--- src/sv/clt_pkg.sv ---
package clt_pkg;

  localparam int CFG_AW = 3;
  localparam int CFG_DW = 32;
  localparam int REG_IDX_W = CFG_AW - 2;
  localparam logic [REG_IDX_W-1:0] REG_HIGH_BYTES_BLANK = '0;

  localparam int QDEPTH = 4;
  localparam int QAW = $clog2(QDEPTH);
  localparam int MAX_RES = 3;

  localparam logic [2:0] M_BETWEEN = 3'd0;
  localparam logic [2:0] M_SLASH   = 3'd1;
  localparam logic [2:0] M_PLAIN   = 3'd2;
  localparam logic [2:0] M_QOPEN   = 3'd3;
  localparam logic [2:0] M_QUOTED  = 3'd4;
  localparam logic [2:0] M_COMMENT = 3'd5;

  localparam logic [1:0] K_CHAR    = 2'd0;
  localparam logic [1:0] K_TOKEND  = 2'd1;
  localparam logic [1:0] K_LINEEND = 2'd2;

  localparam logic [7:0] CH_QUOTE = 8'h22;
  localparam logic [7:0] CH_SPACE = 8'h20;
  localparam logic [7:0] CH_SLASH = 8'h2f;
  localparam logic [7:0] CH_SEMI  = 8'h3b;
  localparam logic [7:0] CH_LF    = 8'h0a;
  localparam logic [7:0] CH_CR    = 8'h0d;

  typedef struct packed {
    logic [1:0] kind;
    logic [7:0] ch;
  } result_t;

  typedef struct packed {
    logic [1:0]             cnt;
    result_t [MAX_RES-1:0]  res;
  } bundle_t;

  typedef struct packed {
    logic    push;
    bundle_t b;
  } q_wr_t;

  typedef struct packed {
    logic    valid;
    bundle_t b;
  } q_head_t;

  typedef struct packed {
    logic [2:0] mode;
    logic       split_quote;
    logic       line_has_token;
  } front_stat_t;

endpackage

--- src/sv/clt_front.sv ---
module clt_front (
  input  logic                 clk,
  input  logic                 rst_n,
  input  logic                 in_valid,
  output logic                 in_ready,
  input  logic [7:0]           in_ch,
  input  logic                 in_text_end,
  input  logic                 high_bytes_blank,
  input  logic                 q_full,
  output clt_pkg::q_wr_t       q_wr,
  output clt_pkg::front_stat_t stat
);

  typedef struct packed {
    logic [2:0]       mode;
    logic             lht;
    clt_pkg::bundle_t b;
  } step_t;

  logic [2:0] mode_r, mode_nxt;
  logic       sq_r, sq_nxt;
  logic       lht_r, lht_nxt;
  logic       acc;
  logic       split;
  logic       sq_tog;
  step_t      s;

  function automatic step_t emit(step_t st, logic [1:0] k, logic [7:0] c);
    step_t r;
    r = st;
    if (r.b.cnt != 2'd3) begin
      r.b.res[r.b.cnt].kind = k;
      r.b.res[r.b.cnt].ch = (k == clt_pkg::K_CHAR) ? c : 8'h00;
      r.b.cnt = r.b.cnt + 2'd1;
    end
    return r;
  endfunction

  function automatic step_t token_end(step_t st);
    step_t r;
    r = emit(st, clt_pkg::K_TOKEND, 8'h00);
    r.lht = 1'b1;
    r.mode = clt_pkg::M_BETWEEN;
    return r;
  endfunction

  function automatic step_t finish_line(step_t st);
    step_t r;
    logic  open;
    r = st;
    open = 1'b0;
    if (r.mode == clt_pkg::M_SLASH) begin
      r = emit(r, clt_pkg::K_CHAR, clt_pkg::CH_SLASH);
      open = 1'b1;
    end else if (r.mode == clt_pkg::M_PLAIN || r.mode == clt_pkg::M_QUOTED) begin
      open = 1'b1;
    end
    if (open) begin
      if (r.b.cnt <= 2'd1) begin
        r = emit(r, clt_pkg::K_TOKEND, 8'h00);
      end
      r.lht = 1'b1;
    end
    if (r.lht) begin
      r = emit(r, clt_pkg::K_LINEEND, 8'h00);
    end
    r.lht = 1'b0;
    r.mode = clt_pkg::M_BETWEEN;
    return r;
  endfunction

  function automatic step_t token_byte(step_t st, logic [7:0] c, logic hbb);
    step_t r;
    logic  blank;
    r = st;
    blank = (c <= clt_pkg::CH_SPACE) || (c[7] && hbb);
    case (r.mode)
      clt_pkg::M_SLASH: begin
        if (c == clt_pkg::CH_SLASH) begin
          r.mode = clt_pkg::M_COMMENT;
        end else if (c == clt_pkg::CH_SPACE) begin
          r = emit(r, clt_pkg::K_CHAR, clt_pkg::CH_SLASH);
          r = token_end(r);
        end else begin
          r = emit(r, clt_pkg::K_CHAR, clt_pkg::CH_SLASH);
          r = emit(r, clt_pkg::K_CHAR, c);
          r.mode = clt_pkg::M_PLAIN;
        end
      end
      clt_pkg::M_PLAIN: begin
        if (c == clt_pkg::CH_SPACE) begin
          r = token_end(r);
        end else begin
          r = emit(r, clt_pkg::K_CHAR, c);
        end
      end
      clt_pkg::M_QOPEN, clt_pkg::M_QUOTED: begin
        if (c == clt_pkg::CH_QUOTE) begin
          r = token_end(r);
        end else begin
          r = emit(r, clt_pkg::K_CHAR, c);
          r.mode = clt_pkg::M_QUOTED;
        end
      end
      clt_pkg::M_COMMENT: begin
        r.mode = clt_pkg::M_COMMENT;
      end
      default: begin
        r.mode = clt_pkg::M_BETWEEN;
        if (!blank) begin
          if (c == clt_pkg::CH_SLASH) begin
            r.mode = clt_pkg::M_SLASH;
          end else if (c == clt_pkg::CH_QUOTE) begin
            r.mode = clt_pkg::M_QOPEN;
          end else begin
            r = emit(r, clt_pkg::K_CHAR, c);
            r.mode = clt_pkg::M_PLAIN;
          end
        end
      end
    endcase
    return r;
  endfunction

  assign in_ready = !q_full;
  assign acc = in_valid && in_ready;

  always_comb begin
    sq_tog = sq_r ^ (in_ch == clt_pkg::CH_QUOTE);
    split = (in_ch == clt_pkg::CH_LF) || (in_ch == clt_pkg::CH_CR) ||
            ((in_ch == clt_pkg::CH_SEMI) && !sq_tog);
    s = '0;
    s.mode = mode_r;
    s.lht = lht_r;
    if (split) begin
      s = finish_line(s);
    end else begin
      s = token_byte(s, in_ch, high_bytes_blank);
    end
    if (in_text_end) begin
      s = finish_line(s);
    end
    mode_nxt = mode_r;
    lht_nxt = lht_r;
    sq_nxt = sq_r;
    if (acc) begin
      mode_nxt = s.mode;
      lht_nxt = s.lht;
      sq_nxt = in_text_end ? 1'b0 : sq_tog;
    end
  end

  always_ff @(posedge clk) begin
    if (!rst_n) begin
      mode_r <= clt_pkg::M_BETWEEN;
      sq_r <= 1'b0;
      lht_r <= 1'b0;
    end else begin
      mode_r <= mode_nxt;
      sq_r <= sq_nxt;
      lht_r <= lht_nxt;
    end
  end

  assign q_wr.push = acc && (s.b.cnt != 2'd0);
  assign q_wr.b = s.b;

  assign stat.mode = mode_r;
  assign stat.split_quote = sq_r;
  assign stat.line_has_token = lht_r;

endmodule

--- src/sv/clt_queue.sv ---
module clt_queue (
  input  logic             clk,
  input  logic             rst_n,
  input  clt_pkg::q_wr_t   q_wr,
  output logic             q_full,
  output clt_pkg::q_head_t q_head,
  input  logic             q_pop
);

  clt_pkg::bundle_t           mem_r [clt_pkg::QDEPTH];
  logic [clt_pkg::QAW-1:0]    wr_ptr_r, wr_ptr_nxt;
  logic [clt_pkg::QAW-1:0]    rd_ptr_r, rd_ptr_nxt;
  logic [clt_pkg::QAW:0]      cnt_r, cnt_nxt;
  logic                       do_push;
  logic                       do_pop;

  assign q_full = (cnt_r == (clt_pkg::QAW+1)'(clt_pkg::QDEPTH));
  assign q_head.valid = (cnt_r != '0);
  assign q_head.b = mem_r[rd_ptr_r];

  assign do_push = q_wr.push && !q_full;
  assign do_pop = q_pop && q_head.valid;

  always_comb begin
    wr_ptr_nxt = do_push ? wr_ptr_r + 1'b1 : wr_ptr_r;
    rd_ptr_nxt = do_pop ? rd_ptr_r + 1'b1 : rd_ptr_r;
    cnt_nxt = cnt_r;
    if (do_push && !do_pop) begin
      cnt_nxt = cnt_r + 1'b1;
    end else if (do_pop && !do_push) begin
      cnt_nxt = cnt_r - 1'b1;
    end
  end

  always_ff @(posedge clk) begin
    if (!rst_n) begin
      wr_ptr_r <= '0;
      rd_ptr_r <= '0;
      cnt_r <= '0;
    end else begin
      wr_ptr_r <= wr_ptr_nxt;
      rd_ptr_r <= rd_ptr_nxt;
      cnt_r <= cnt_nxt;
    end
  end

  always_ff @(posedge clk) begin
    if (do_push) begin
      mem_r[wr_ptr_r] <= q_wr.b;
    end
  end

endmodule

--- src/sv/clt_back.sv ---
module clt_back (
  input  logic             clk,
  input  logic             rst_n,
  input  clt_pkg::q_head_t q_head,
  output logic             q_pop,
  output logic             out_valid,
  input  logic             out_ready,
  output logic [1:0]       out_kind,
  output logic [7:0]       out_ch,
  output logic             out_run_last
);

  logic [1:0]       idx_r, idx_nxt;
  logic             vld_r, vld_nxt;
  logic [1:0]       kind_r;
  logic [7:0]       ch_r;
  logic             last_r;
  logic             load;
  logic             at_last;
  clt_pkg::result_t cur;

  assign cur = q_head.b.res[idx_r];
  assign at_last = (idx_r == q_head.b.cnt - 2'd1);
  assign load = q_head.valid && (!vld_r || out_ready);
  assign q_pop = load && at_last;

  always_comb begin
    idx_nxt = idx_r;
    vld_nxt = vld_r;
    if (load) begin
      idx_nxt = at_last ? 2'd0 : idx_r + 2'd1;
      vld_nxt = 1'b1;
    end else if (out_ready) begin
      vld_nxt = 1'b0;
    end
  end

  always_ff @(posedge clk) begin
    if (!rst_n) begin
      idx_r <= 2'd0;
      vld_r <= 1'b0;
    end else begin
      idx_r <= idx_nxt;
      vld_r <= vld_nxt;
    end
  end

  always_ff @(posedge clk) begin
    if (load) begin
      kind_r <= cur.kind;
      ch_r <= cur.ch;
      last_r <= at_last;
    end
  end

  assign out_valid = vld_r;
  assign out_kind = kind_r;
  assign out_ch = ch_r;
  assign out_run_last = last_r;

endmodule

--- src/sv/command_line_tokenizer_unit.sv ---
// path: results of a request pass through the queue memory and the output register;
//   further results of the same request follow one a cycle while out_ready is high
// throughput: one request per cycle while each gives at most one result and out_ready
//   is high; extra results hold the output stage, absorbed by a four-entry queue
// reset: synchronous active-low rst_n clears tokenizer state, queue and output valid;
//   high_bytes_blank resets to 1
module command_line_tokenizer_unit (
  input  logic                       clk,
  input  logic                       rst_n,
  input  logic                       in_valid,
  output logic                       in_ready,
  input  logic [7:0]                 in_ch,
  input  logic                       in_text_end,
  output logic                       out_valid,
  input  logic                       out_ready,
  output logic [1:0]                 out_kind,
  output logic [7:0]                 out_ch,
  output logic                       out_run_last,
  input  logic                       cfg_psel,
  input  logic                       cfg_penable,
  input  logic                       cfg_pwrite,
  input  logic [clt_pkg::CFG_AW-1:0] cfg_paddr,
  input  logic [clt_pkg::CFG_DW-1:0] cfg_pwdata,
  output logic [clt_pkg::CFG_DW-1:0] cfg_prdata,
  output logic                       cfg_pready
);

  logic                 hbb_r, hbb_nxt;
  logic                 cfg_wr;
  logic                 sel_hbb;
  logic                 q_full;
  logic                 q_pop;
  clt_pkg::q_wr_t       q_wr;
  clt_pkg::q_head_t     q_head;
  clt_pkg::front_stat_t stat;

  assign cfg_pready = 1'b1;
  assign sel_hbb = (cfg_paddr[clt_pkg::CFG_AW-1:2] == clt_pkg::REG_HIGH_BYTES_BLANK);
  assign cfg_wr = cfg_psel && cfg_penable && cfg_pwrite && cfg_pready;
  assign hbb_nxt = (cfg_wr && sel_hbb) ? cfg_pwdata[0] : hbb_r;
  assign cfg_prdata = sel_hbb ? {{(clt_pkg::CFG_DW-1){1'b0}}, hbb_r} : '0;

  always_ff @(posedge clk) begin
    if (!rst_n) begin
      hbb_r <= 1'b1;
    end else begin
      hbb_r <= hbb_nxt;
    end
  end

  clt_front u_front (
    .clk              (clk),
    .rst_n            (rst_n),
    .in_valid         (in_valid),
    .in_ready         (in_ready),
    .in_ch            (in_ch),
    .in_text_end      (in_text_end),
    .high_bytes_blank (hbb_r),
    .q_full           (q_full),
    .q_wr             (q_wr),
    .stat             (stat)
  );

  clt_queue u_queue (
    .clk    (clk),
    .rst_n  (rst_n),
    .q_wr   (q_wr),
    .q_full (q_full),
    .q_head (q_head),
    .q_pop  (q_pop)
  );

  clt_back u_back (
    .clk          (clk),
    .rst_n        (rst_n),
    .q_head       (q_head),
    .q_pop        (q_pop),
    .out_valid    (out_valid),
    .out_ready    (out_ready),
    .out_kind     (out_kind),
    .out_ch       (out_ch),
    .out_run_last (out_run_last)
  );

  a_no_overflow: assert property (@(posedge clk) disable iff (!rst_n)
    q_wr.push |-> !q_full)
    else $error("queue written while full");

  a_text_end_clears: assert property (@(posedge clk) disable iff (!rst_n)
    (in_valid && in_ready && in_text_end) |=>
      (stat.mode == clt_pkg::M_BETWEEN && !stat.split_quote && !stat.line_has_token))
    else $error("tokenizer state not cleared at text end");

  a_kind_legal: assert property (@(posedge clk) disable iff (!rst_n)
    out_valid |-> (out_kind == clt_pkg::K_CHAR || out_kind == clt_pkg::K_TOKEND ||
                   out_kind == clt_pkg::K_LINEEND))
    else $error("illegal result kind");

  a_push_nonempty: assert property (@(posedge clk) disable iff (!rst_n)
    q_wr.push |-> (q_wr.b.cnt != 2'd0))
    else $error("empty request pushed");

endmodule

--- config.mk ---
export PLATFORM = sky130hd
export DESIGN_NAME = command_line_tokenizer_unit
export DESIGN_NICKNAME = d
export VERILOG_FILES = /design/src/sv/clt_pkg.sv /design/src/sv/clt_front.sv /design/src/sv/clt_queue.sv /design/src/sv/clt_back.sv /design/src/sv/command_line_tokenizer_unit.sv
export SDC_FILE = /design/constraint.sdc
export NUM_CORES = 1
export LEC_CHECK = 0
export BUFFER_PORTS_ARGS = -buffer_cell sky130_fd_sc_hd__buf_2
export CAP_MARGIN = 20
export CORE_MARGIN = 3
export CORE_UTILIZATION = 59
export CTS_CLUSTER_DIAMETER = 60
export DETAILED_ROUTE_END_ITERATION = 8
export GPL_TIMING_DRIVEN = 0
export HOLD_SLACK_MARGIN = 0.03
export PLACE_DENSITY = 0.81
export SYNTH_ARGS = -nofsm -noshare
export SYNTH_HDL_FRONTEND = slang
export SYNTH_HIERARCHICAL = 1
export SYNTH_SLANG_ARGS = --single-unit
--- constraint.sdc ---
create_clock -name clk -period 6.1 [get_ports clk]
set_input_delay 1.83 -clock clk [delete_from_list [all_inputs] [get_ports clk]]
set_output_delay 1.83 -clock clk [all_outputs]
set_load 0.03 [all_outputs]
==> out/metrics.cfg, run 1 <==
[clock_network]
cts_max_level=4
clockBufferDepth=2
path_clk_slew_ns=0.06
cts.sinks=157
cts_tree=done
cts_made_buffers=17
clockRootBuffer=clkbuf_16
cts_setup_buffers=0
clock_latency_ns=0.42

[timing]
setup-tns-final_ns=0
period_share_pct=96.0
finClkSkew_ns=0.00770
finalHoldViolCount=0
layout_setup_ws_ns=0.244
slew_headroom_pct=39.4
rsz0062_at_grt=false
fmax_ghz=0.171
hold_slack_ns=0.507
worstMarginPinSlew_ns=0.909
fin_crit_ns=5.86
drv_slew=0
setup_viol=0

[grt]
grt_max_degree=33
overflow=0
use_met3_pct=5.50
first_global_vias=4789
grt_pass1_wl_um=24800
top_usage_layer=met2
grt_use_total_pct=22.3
antenna_found_initial=0
grtUsageMet2_pct=37.7
grtUsageMet1_pct=28.2

[critical_path]
critical_path.top_delay_family=simple AND/OR/NAND/NOR gates
crit_chain=buf_2 > or3b_4 > or3_1 > o31ai_1 > buf_6 > and3_2 > a31oi_1 > nor2_1 > ha_1 > nor2b_1 > nand2_1 > mux2_2 > o21a_1 > o21ba_1 > nor2b_1 > buf_6 > ha_1 > inv_1 > fa_1 > xor2_1 > or3_1 > a21boi_0
crit_type=input port to flip-flop
slowest_delay_ns=0.42
crit_path_end_kind=flip-flop
crit_fanout=10
cp_slowest_cell=or3b_4
worst_ep_required_time_ns=6.43
cp.arrival_ns=6.19
start_kind=input port
cp_num_buf_inv=4

[logic_synthesis]
syn-mean-instance-area_sq_um=14.1
synth_warnings=6
synth_cells=556
syn_area_sq_um=7860

[pwr]
powerDensity_nw_per_um2=355
power.share.combinational_pct=24.1
switchingPower_mw=0.931
p_sw_share_pct=29.4
intPower_mw=2.24
leakage_nw=3.34
p_seq_share_pct=44.5
pwr-share-clk_pct=31.4
vdd_drop_max_v=0.000198

[finish]
layout-drive-gt1-share_pct=31.5
fin_nets=704
syn_to_final_growth_pct=13.7
final_cell_area_sq_um=8930
antennaDiodeCount=0
fillers=893

[place]
place_area_sq_um=8370
hpwl_um=10400
pre_cts_ws_ns=-0.132
gp_congestion=0.975
io_buffers=30

[detailed_routing]
drt-wirelength-per-cell_um=18.6
drtAntennaViolNets=0
drc=0
drt-initial-drc-count=432
dr.pass1.iters=5
vias=4659
vias_per_cell=5.63
wirelength_um=15400

[floorplanning]
die_w_um=121
start_util_pct=61.3
pin_count=97
die_y_um=121
fp.coreArea_sq_um=12800
rows=41
die_area_sq_um=14700

[worst_hold_path]
hp-class=flip-flop to flip-flop

[outcome]
status=finished, final reports clean

[flow_run]
max_cap_viol_count=0

==> final cells by class <==
cell class	count	area (sq um)	share of cell area, %
clock buffers	17	425	4.76
plain buffers	88	672	7.52
well taps	172	215	2.41
inverters	12	45.0	0.504
clock inverters	15	138	1.54
flip-flops and latches	157	4530	50.8
repair buffers	30	150	1.68
multi-input cells	336	2750	30.8
==> what timing repair did <==
action                                  CTS  global route
resized for setup                         0             1
hold buffers                              0             0
endpoints found under the setup margin    0             1
==> worst register-to-register path, cell delays in order, from the launching register on <==
cell	delay (ns)
dfxtp_1	0.35
nand4b_1	0.18
o31a_1	0.13
o31ai_1	0.49
buf_6	0.23
and3_2	0.18
a31oi_1	0.06
nor2_1	0.27
ha_1	0.33
nor2b_1	0.19
nand2_1	0.07
mux2_2	0.29
o21a_1	0.13
o21ba_1	0.18
nor2b_1	0.13
buf_6	0.14
ha_1	0.22
inv_1	0.09
fa_1	0.19
xor2_1	0.08
or3_1	0.32
a21boi_0	0.20
==> metal layers <==
layer	routed length (um)	part of all wire [%]
met1	6340	41
met2	7960	52
met3	845	5.5
met4	268	1.7
met5	0	0
==> through the flow <==
step | power [mW] | util, % | instances
detailed placement | 2.20 | 65.2 | 795
global route | 3.31 | 69.7 | 827
global placement | 2.16 | 65.2 | 795
finish | 3.17 | 69.7 | 827
floorplan | 2.01 | - | 593
CTS | 3.20 | 69.6 | 827
==> power groups by stage <==
stage	sequential, mW	clock (mW)	combinational, mW
global route	1.42	1.06	0.830
CTS	1.41	1.01	0.770
finish	1.41	0.996	0.766
detailed placement	1.43	0	0.764
floorplan	1.50	0	0.504
global placement	1.42	0	0.742
==> flip-flops by register name, summed over array words and instances, names as in the netlist, named ones only <==
| signal | cells |
|---|---|
| u_queue/mem_r | 128 |
| u_back/out_ch | 8 |
| u_front/mode_r | 3 |
| u_queue/cnt_r | 3 |
| u_back/idx_r | 2 |
| u_back/out_kind | 2 |
| u_queue/rd_ptr_r | 2 |
| u_queue/wr_ptr_r | 2 |
| hbb_r | 1 |
| u_back/out_run_last | 1 |
| u_back/out_valid | 1 |
| u_front/lht_r | 1 |
| u_front/sq_r | 1 |
==> path summary, 6_finish.rpt <==
kind	startpoint	end	slack, ns	cells after the start
setup / recovery	in_ch[3]	u_queue/cnt_r[2]	0.24	22
hold / removal	u_queue/wr_ptr_r[1]	u_queue/wr_ptr_r[1]	0.51	2
setup reg to reg	u_front/sq_r	u_queue/cnt_r[2]	1.58	21
hold reg to reg	u_queue/wr_ptr_r[1]	u_queue/wr_ptr_r[1]	0.51	2
==> cells in the final DEF (no fill, tap or decap), types with 5 or more instances in the layout <==
cell       instances
buf_4             65
nor2_1            16
buf_6              5
nand2_1           39
nand3_1            6
o21a_1             6
clkbuf_1           5
dfxtp_1           18
ha_1              10
conb_1            40
clkbuf_16         17
edfxtp_1         139
and2_1            10
o21ai_0           24
a21oi_1           13
mux2i_1           15
inv_1             12
nand2b_1           7
mux4_2            30
buf_2             39
nor2b_1           15
Power figures use the tool's default switching activity.
==> run 2, diff against run 1 <==
--- a/config.mk
+++ b/config.mk
@@ -8,12 +8,11 @@
 export BUFFER_PORTS_ARGS = -buffer_cell sky130_fd_sc_hd__buf_2
 export CAP_MARGIN = 20
 export CORE_MARGIN = 3
-export CORE_UTILIZATION = 59
+export CORE_UTILIZATION = 35
 export CTS_CLUSTER_DIAMETER = 60
 export DETAILED_ROUTE_END_ITERATION = 8
 export GPL_TIMING_DRIVEN = 0
 export HOLD_SLACK_MARGIN = 0.03
-export PLACE_DENSITY = 0.81
 export SYNTH_ARGS = -nofsm -noshare
 export SYNTH_HDL_FRONTEND = slang
 export SYNTH_HIERARCHICAL = 1
==> constraint.sdc (replaced) <==
create_clock -name clk -period 4.77 [get_ports clk]
set_input_delay 1.431 -clock clk [delete_from_list [all_inputs] [get_ports clk]]
set_output_delay 1.431 -clock clk [all_outputs]
set_load 0.03 [all_outputs]
==> run 2 against run 1 <==
Final cell count grew 15%. Global-route usage shrank 8.6 points. Sequential share of layout area fell by 2.6 points. Sequential power up 28%. Clock skew up 0.0055 ns. Critical path depth fell by 1. Register-to-register slack worse by 0.79 ns. Largest cell class unchanged.
==> out/metrics.cfg, run 2 (same netlist as run 1, synthesis figures left out) <==
[floorplanning]
die_area_sq_um=24300  ; +65%
start_util_pct=35.8  ; -25 points
pin_count=97  ; unchanged
die_y_um=156  ; +28%
rows=54  ; +32%
die_w_um=156  ; +28%
fp.coreArea_sq_um=22000  ; +71%

[timing]
rsz0062_at_grt=true
worstMarginPinSlew_ns=0.976  ; +0.0671 ns
drv_slew=0  ; unchanged
finalHoldViolCount=0  ; unchanged
period_share_pct=97.7
layout_setup_ws_ns=0.111  ; -0.133 ns
setup-tns-final_ns=0  ; unchanged
fin_crit_ns=4.66
finClkSkew_ns=0.0132  ; +0.00547 ns
fmax_ghz=0.215
slew_headroom_pct=34.9  ; -4.5 points
setup_viol=0  ; unchanged

[pwr]
pwr-share-clk_pct=33.1  ; +1.7 points
switchingPower_mw=1.25  ; +35%
leakage_nw=3.49  ; +4.5%
vdd_drop_max_v=0.000207  ; +4.5%
p_sw_share_pct=29.6  ; +0.26 points
powerDensity_nw_per_um2=450  ; +27%
power.share.combinational_pct=24.4  ; +0.3 points
intPower_mw=2.98  ; +33%
p_seq_share_pct=42.5  ; -2.0 points

[finish]
regArea_sq_um=4530  ; unchanged
layout_common_cells=edfxtp_1 (139), buf_4 (80), conb_1 (40)
fillers=1995  ; +120%
multi_input_area_sq_um=2900  ; +5.5%
regMostFlops=u_queue/mem_r
layout-drive-gt1-share_pct=35.9  ; +4.4 points
largest_register_ffs=128  ; unchanged
syn_to_final_growth_pct=19.8
fin_nets=718  ; +2.0%
antennaDiodeCount=0  ; unchanged
layout_commonest_cell=edfxtp_1

[grt]
antenna_found_initial=0  ; unchanged
overflow=0  ; unchanged
grt_pass1_wl_um=25700  ; +3.7%
grt_max_degree=33  ; unchanged
first_global_vias=4789  ; unchanged
grt_use_total_pct=13.8  ; -8.6 points

[critical_path]
crit_path_end_kind=flip-flop
crit_type=input port to flip-flop
worst_ep_required_time_ns=5.13  ; -1.30 ns
slowest_delay_ns=0.39  ; -0.03 ns
cp.arrival_ns=5.02  ; -1.17 ns
crit_chain=buf_12 > or3b_4 > or3_4 > o31ai_4 > buf_6 > and3_4 > a31oi_4 > nor2_4 > ha_4 > nor2b_4 > nand2_1 > mux2_4 > o21a_1 > o21ba_1 > nor2b_4 > ha_4 > inv_2 > fa_2 > xor2_1 > or3_1 > a21boi_2
cp_slowest_cell=or3b_4
start_kind=input port
crit_fanout=6  ; -4
rrSetupSlack_ns=0.79  ; -0.79 ns

[detailed_routing]
dr.pass1.iters=4  ; -1
drc=0  ; unchanged
wirelength_um=16200  ; +5.3%
drt-wirelength-per-cell_um=17.1  ; -8.2%
drt-initial-drc-count=293  ; -32%
drtAntennaViolNets=0  ; unchanged
vias_per_cell=4.84  ; -14%
vias=4589  ; -1.5%

[clock_network]
cts_hold_buf=0  ; unchanged
cts.sinks=157  ; unchanged
cts_max_level=4  ; unchanged
cts_tree=done
cts_made_buffers=17  ; unchanged
path_clk_slew_ns=0.07  ; about the same
clock_latency_ns=0.43  ; about the same
clockRootBuffer=clkbuf_16
clockBufferDepth=2  ; unchanged

[place]
pre_cts_ws_ns=-0.821  ; -0.688 ns
gp_congestion=0.854  ; -12%
io_buffers=30  ; unchanged
hpwl_um=11100  ; +6.7%

[flow_run]
max_cap_viol_count=0  ; unchanged

[worst_hold_path]
hp-class=flip-flop to flip-flop

[outcome]
status=finished, final reports clean

==> run 2: cell count changes in the layout (fill, tap and decap cells not counted), sizes merged <==
cell / previous run / this run
buf: 113 / 127
inv: 17 / 22
clkinv: 5 / 2
clkinvlp: 4 / 1
bufinv: 1 / 2
==> run 2: final cells by class <==
class	count	area share [%]
inverters	12	0.479
flip-flops and latches	157	48.2
multi-input cells	336	30.9
well taps	280	3.72
plain buffers	87	7.05
clock buffers	17	4.52
clock inverters	15	2.07
repair buffers	45	3.10
==> run 2: metrics by stage <==
stage	util [%]	hold WS (ns)	cells	total power, mW	area, sq um
2_1_floorplan	-	0.468	593	2.59	8090
3_3_place_gp	39.1	0.478	903	2.81	8590
3_5_place_dp	39.1	0.508	903	2.85	8590
4_1_cts	42.4	0.517	942	4.26	9300
5_1_grt	42.8	0.564	949	4.43	9410
6_report	42.8	0.523	949	4.23	9410
==> run 2: critical path: cells and delay by family <==
family	cells	cell delay (ns)
AOI/OAI and AO/OA	5	0.58
adders and majority gates	3	0.59
and+or+nand+nor	8	1.78
muxes	1	0.27
xor gates and xnor gates	1	0.07
buffers and inverters	3	0.30
==> run 2: final timing paths <==
path                       start                    to  cells past startpoint
max reg2reg    u_front/mode_r[1]  u_queue/mem_r[3][15]                     14
max                     in_ch[7]      u_queue/cnt_r[2]                     21
min reg2reg  u_queue/wr_ptr_r[0]   u_queue/wr_ptr_r[0]                      2
min          u_queue/wr_ptr_r[0]   u_queue/wr_ptr_r[0]                      2
==> run 2: layer usage <==
metal	up-vias	track usage, %	share of wire [%]
li1	2203	-	-
met1	2251	18.0	45
met2	122	22.9	49
met3	13	2.86	4.7
met4	0	4.58	0.87
met5	-	0	0
==> run 2: power by group through the flow <==
stage	clock [mW]	sequential (mW)	combinational (mW)
after floorplan	0	1.92	0.667
after global placement	0	1.82	0.995
after detailed placement	0	1.83	1.02
after CTS	1.43	1.80	1.03
after global routing	1.49	1.82	1.12
final	1.40	1.80	1.03
==> run 2: repair_timing <==
item	CTS	global route
resized for setup	13	14
endpoints found under the setup margin	130	130
cloned	0	1
buffers inserted	8	6
pin swaps	5	13
==> run 3, diff against run 2 <==
--- a/config.mk
+++ b/config.mk
@@ -15,5 +15,5 @@
 export HOLD_SLACK_MARGIN = 0.03
 export SYNTH_ARGS = -nofsm -noshare
 export SYNTH_HDL_FRONTEND = slang
-export SYNTH_HIERARCHICAL = 1
 export SYNTH_SLANG_ARGS = --single-unit
+export TNS_END_PERCENT = 30
==> run 3 against run 2 <==
Synthesized area shrank 18%. Via count down 8.0%. Total power fell by 10%. Sequential power down 17%. Fmax increased by 0.70%. Count of clock-buffer cells in the layout did not move. Final cell count is 13% lower. Core utilization is 0.061 points lower. Flip-flop and latch count is 28 lower. Critical path type unchanged.
==> out/metrics.cfg, run 3 <==
[critical_path]
crit_type=input port to flip-flop
critical_path.top_delay_family=simple AND/OR/NAND/NOR gates
slowest_delay_ns=0.49  ; +0.10 ns
crit_chain=buf_2 > or4b_1 > buf_2 > or3_1 > buf_2 > a31o_4 > nand3_4 > nor2_1 > nor2_1 > ha_1 > and2_1 > o211a_2 > a311oi_2
start_kind=input port
cp_num_buf_inv=3  ; unchanged
worst_ep_required_time_ns=4.96  ; -0.17 ns
cp_slowest_cell=or4b_1
crit_path_end_kind=flip-flop
crit_fanout=8  ; +2
timing.critical_path.mode_cell=buf_2
cp.arrival_ns=4.81  ; -0.21 ns

[detailed_routing]
drt-initial-drc-count=292  ; -0.34%
wl_met2_um=7050  ; -11%
wirelength_um=14000  ; -14%
dr.pass1.iters=4  ; unchanged
wl_met3_um=714  ; -6.9%
drt-wirelength-per-cell_um=17.0  ; -0.34%
drc=0  ; unchanged
drtAntennaViolNets=0  ; unchanged
top_layer=met4
vias_per_cell=5.13  ; +6.1%
met1_length_um=6070  ; -18%
vias=4222  ; -8.0%

[timing]
hold_slack_ns=0.490  ; -0.0330 ns
setup_viol=0  ; unchanged
fmax_ghz=0.216  ; +0.70%
period_share_pct=97.0  ; -0.68 points
finalHoldViolCount=0  ; unchanged
finClkSkew_ns=0.00723  ; -0.00594 ns
slew_headroom_pct=42.8  ; +7.9 points
drv_slew=0  ; unchanged
worstMarginPinSlew_ns=0.857  ; -0.119 ns
fin_crit_ns=4.63  ; -0.0326 ns

[logic_synthesis]
synth_seq_cells=129
yosys.cell_count.top_type=edfxtp_1
synth_area_leaders=edfxtp_1 (52%), mux4_2 (8.7%), dfxtp_1 (5.6%)
synth_cells=494  ; -11%
yosys.area_share.adder_pct=2.25
ys_top_cells_by_count=edfxtp_1 (111), nand2_1 (35), buf_4 (32)
synth-xor-area-share_pct=1.24
synth_edf_count=111
synth_top_area_share_pct=51.6
syn-mean-instance-area_sq_um=13.1  ; -7.5%
synth_compound_area_share_pct=9.48
synth_warnings=0  ; -6
async_flop_share_pct=0
synth_simple_gate_area_share_pct=12.0
ys_seq_area_share_pct=57.2
syn_area_sq_um=6450  ; -18%
synth_cell_types=75
yosys.area.top_type=edfxtp_1
synth_ff_type=edfxtp_1
synth_top_family_by_area=simple AND/OR/NAND/NOR gates
muxShareOfSynthArea_pct=11.1

[clock_network]
cts_tree=done
path_clk_slew_ns=0.05  ; -0.02 ns
cts_max_level=4  ; unchanged
clock_latency_ns=0.42  ; about the same
clockRootBuffer=clkbuf_16
clockBufferDepth=2  ; unchanged
cts_made_buffers=17  ; unchanged
cts.sinks=129  ; -18%

[finish]
layout_commonest_cell=edfxtp_1
layout-drive-gt1-share_pct=25.9  ; -9.9 points
antennaDiodeCount=0  ; unchanged
largest_register_ffs=100  ; -22%
syn_to_final_growth_pct=19.5
fin_cells=823  ; -13%
fin_nets=643  ; -10%
regMostFlops=u_queue.mem_r
layout_common_cells=edfxtp_1 (111), buf_4 (38), conb_1 (36)

[place]
gp_congestion=0.871  ; +2.0%
hpwl_um=10100  ; -9.7%
place_inst=786  ; -13%
io_buffers=29  ; -3.3%

[grt]
grt_use_total_pct=14.5  ; +0.74 points
first_global_vias=4271  ; -11%
overflow=0  ; unchanged
antenna_found_initial=0  ; unchanged
grt_pass1_wl_um=22400  ; -13%
grt_max_degree=26  ; -21%

[flow_run]
max_cap_viol_count=0  ; unchanged

[pwr]
switchingPower_mw=1.19  ; -5.4%
vdd_drop_max_v=0.000339  ; +64%
powerDensity_nw_per_um2=493  ; +9.6%
pwr-share-clk_pct=32.4  ; -0.7 points
leakage_nw=2.89  ; -17%
p_seq_share_pct=39.6  ; -2.9 points
power.share.combinational_pct=28.0  ; +3.6 points
p_sw_share_pct=31.2  ; +1.6 points
intPower_mw=2.61  ; -12%

[floorplanning]
rows=49  ; -9.3%
start_util_pct=35.8  ; about the same
pin_count=97  ; unchanged
die_y_um=142  ; -9.0%
fp.coreArea_sq_um=18000  ; -18%
die_area_sq_um=20100  ; -17%
die_w_um=142  ; -9.0%

[outcome]
status=finished, final reports clean

[worst_hold_path]
hp-class=flip-flop to flip-flop

[run 3: stage by stage]
step	TNS, ns	instance area, sq um	util (%)	setup slack (ns)	power (mW)
6_report	0	7710	42.8	0.143	3.80
5_1_grt	-0.00585	7710	42.8	-0.00196	3.98
4_1_cts	-0.00330	7640	42.4	-0.00330	3.82
3_5_place_dp	-46.39	7040	39.1	-0.635	2.58
3_3_place_gp	-166.46	7010	38.9	-1.44	2.54
2_1_floorplan	-20.76	6580	-	-0.207	2.30
[run 3: cells by family (layout without fill, tap and decap cells)]
group                    Yosys count  after routing
AO/OA/AOI/OAI                     87             87
XOR/XNOR                           7              7
adder cells (fa/ha/maj)           11             11
buffers and inverters             77            143
flip-flops                       129            129
multiplexers                      40             40
other                              2             36
AND/OR/NAND/NOR                  141            141
[run 3: power groups by stage]
stage / clock [mW] / combinational, mW / sequential (mW)
after global placement: 0 / 1.02 / 1.52
after detailed placement: 0 / 1.05 / 1.53
final: 1.23 / 1.06 / 1.50
after floorplan: 0 / 0.677 / 1.63
after CTS: 1.25 / 1.06 / 1.51
after global routing: 1.30 / 1.16 / 1.52
[run 3: per-layer routing]
metal,vias up,track usage [%]
li1,1985,-
met1,2084,18.4
met2,134,24.5
met3,19,3.30
met4,0,5.20
met5,-,0
[run 3: worst reg2reg max path, cell delays in order, from the launching register on]
cell and delay (ns):
dfxtp_1 0.31, clkbuf_1 0.30, inv_1 0.20, or4_1 0.53, a211oi_1 0.49, nor4bb_1 0.12, mux2i_1 0.16, buf_4 0.15
a21oi_4 0.08, inv_1 0.08, ha_1 0.18, inv_1 0.06, fa_1 0.39, xor2_1 0.18, or3_1 0.33, a21boi_1 0.18
[run 3: final timing paths]
path | from | endpoint | slack (ns) | depth (start not counted)
worst max-delay path | in_ch[4] | u_queue.mem_r[1][5] | 0.14 | 13
worst min-delay path | u_back.out_valid | u_back.out_valid | 0.49 | 2
worst max register to register | u_front.mode_r[0] | u_queue.cnt_r[2] | 0.96 | 15
worst min register to register | u_back.out_valid | u_back.out_valid | 0.49 | 2
[run 3: final cells by class]
class | instances | area [sq um]
Buffer | 56 | 348
Multi-Input combinational cell | 322 | 2550
Inverter | 20 | 75.1
Timing Repair Buffer | 35 | 190
Fill cell | 1703 | 10300
Sequential cell | 129 | 3690
Tap cell | 229 | 287
Clock buffer | 17 | 425
Clock inverter | 15 | 144
[run 3: repair_timing]
item,4_1_cts,5_1_grt
pin swaps,0,1
resized for setup,2,10
setup endpoints to repair,29,34
buffers inserted,2,4
hold buffers,0,0
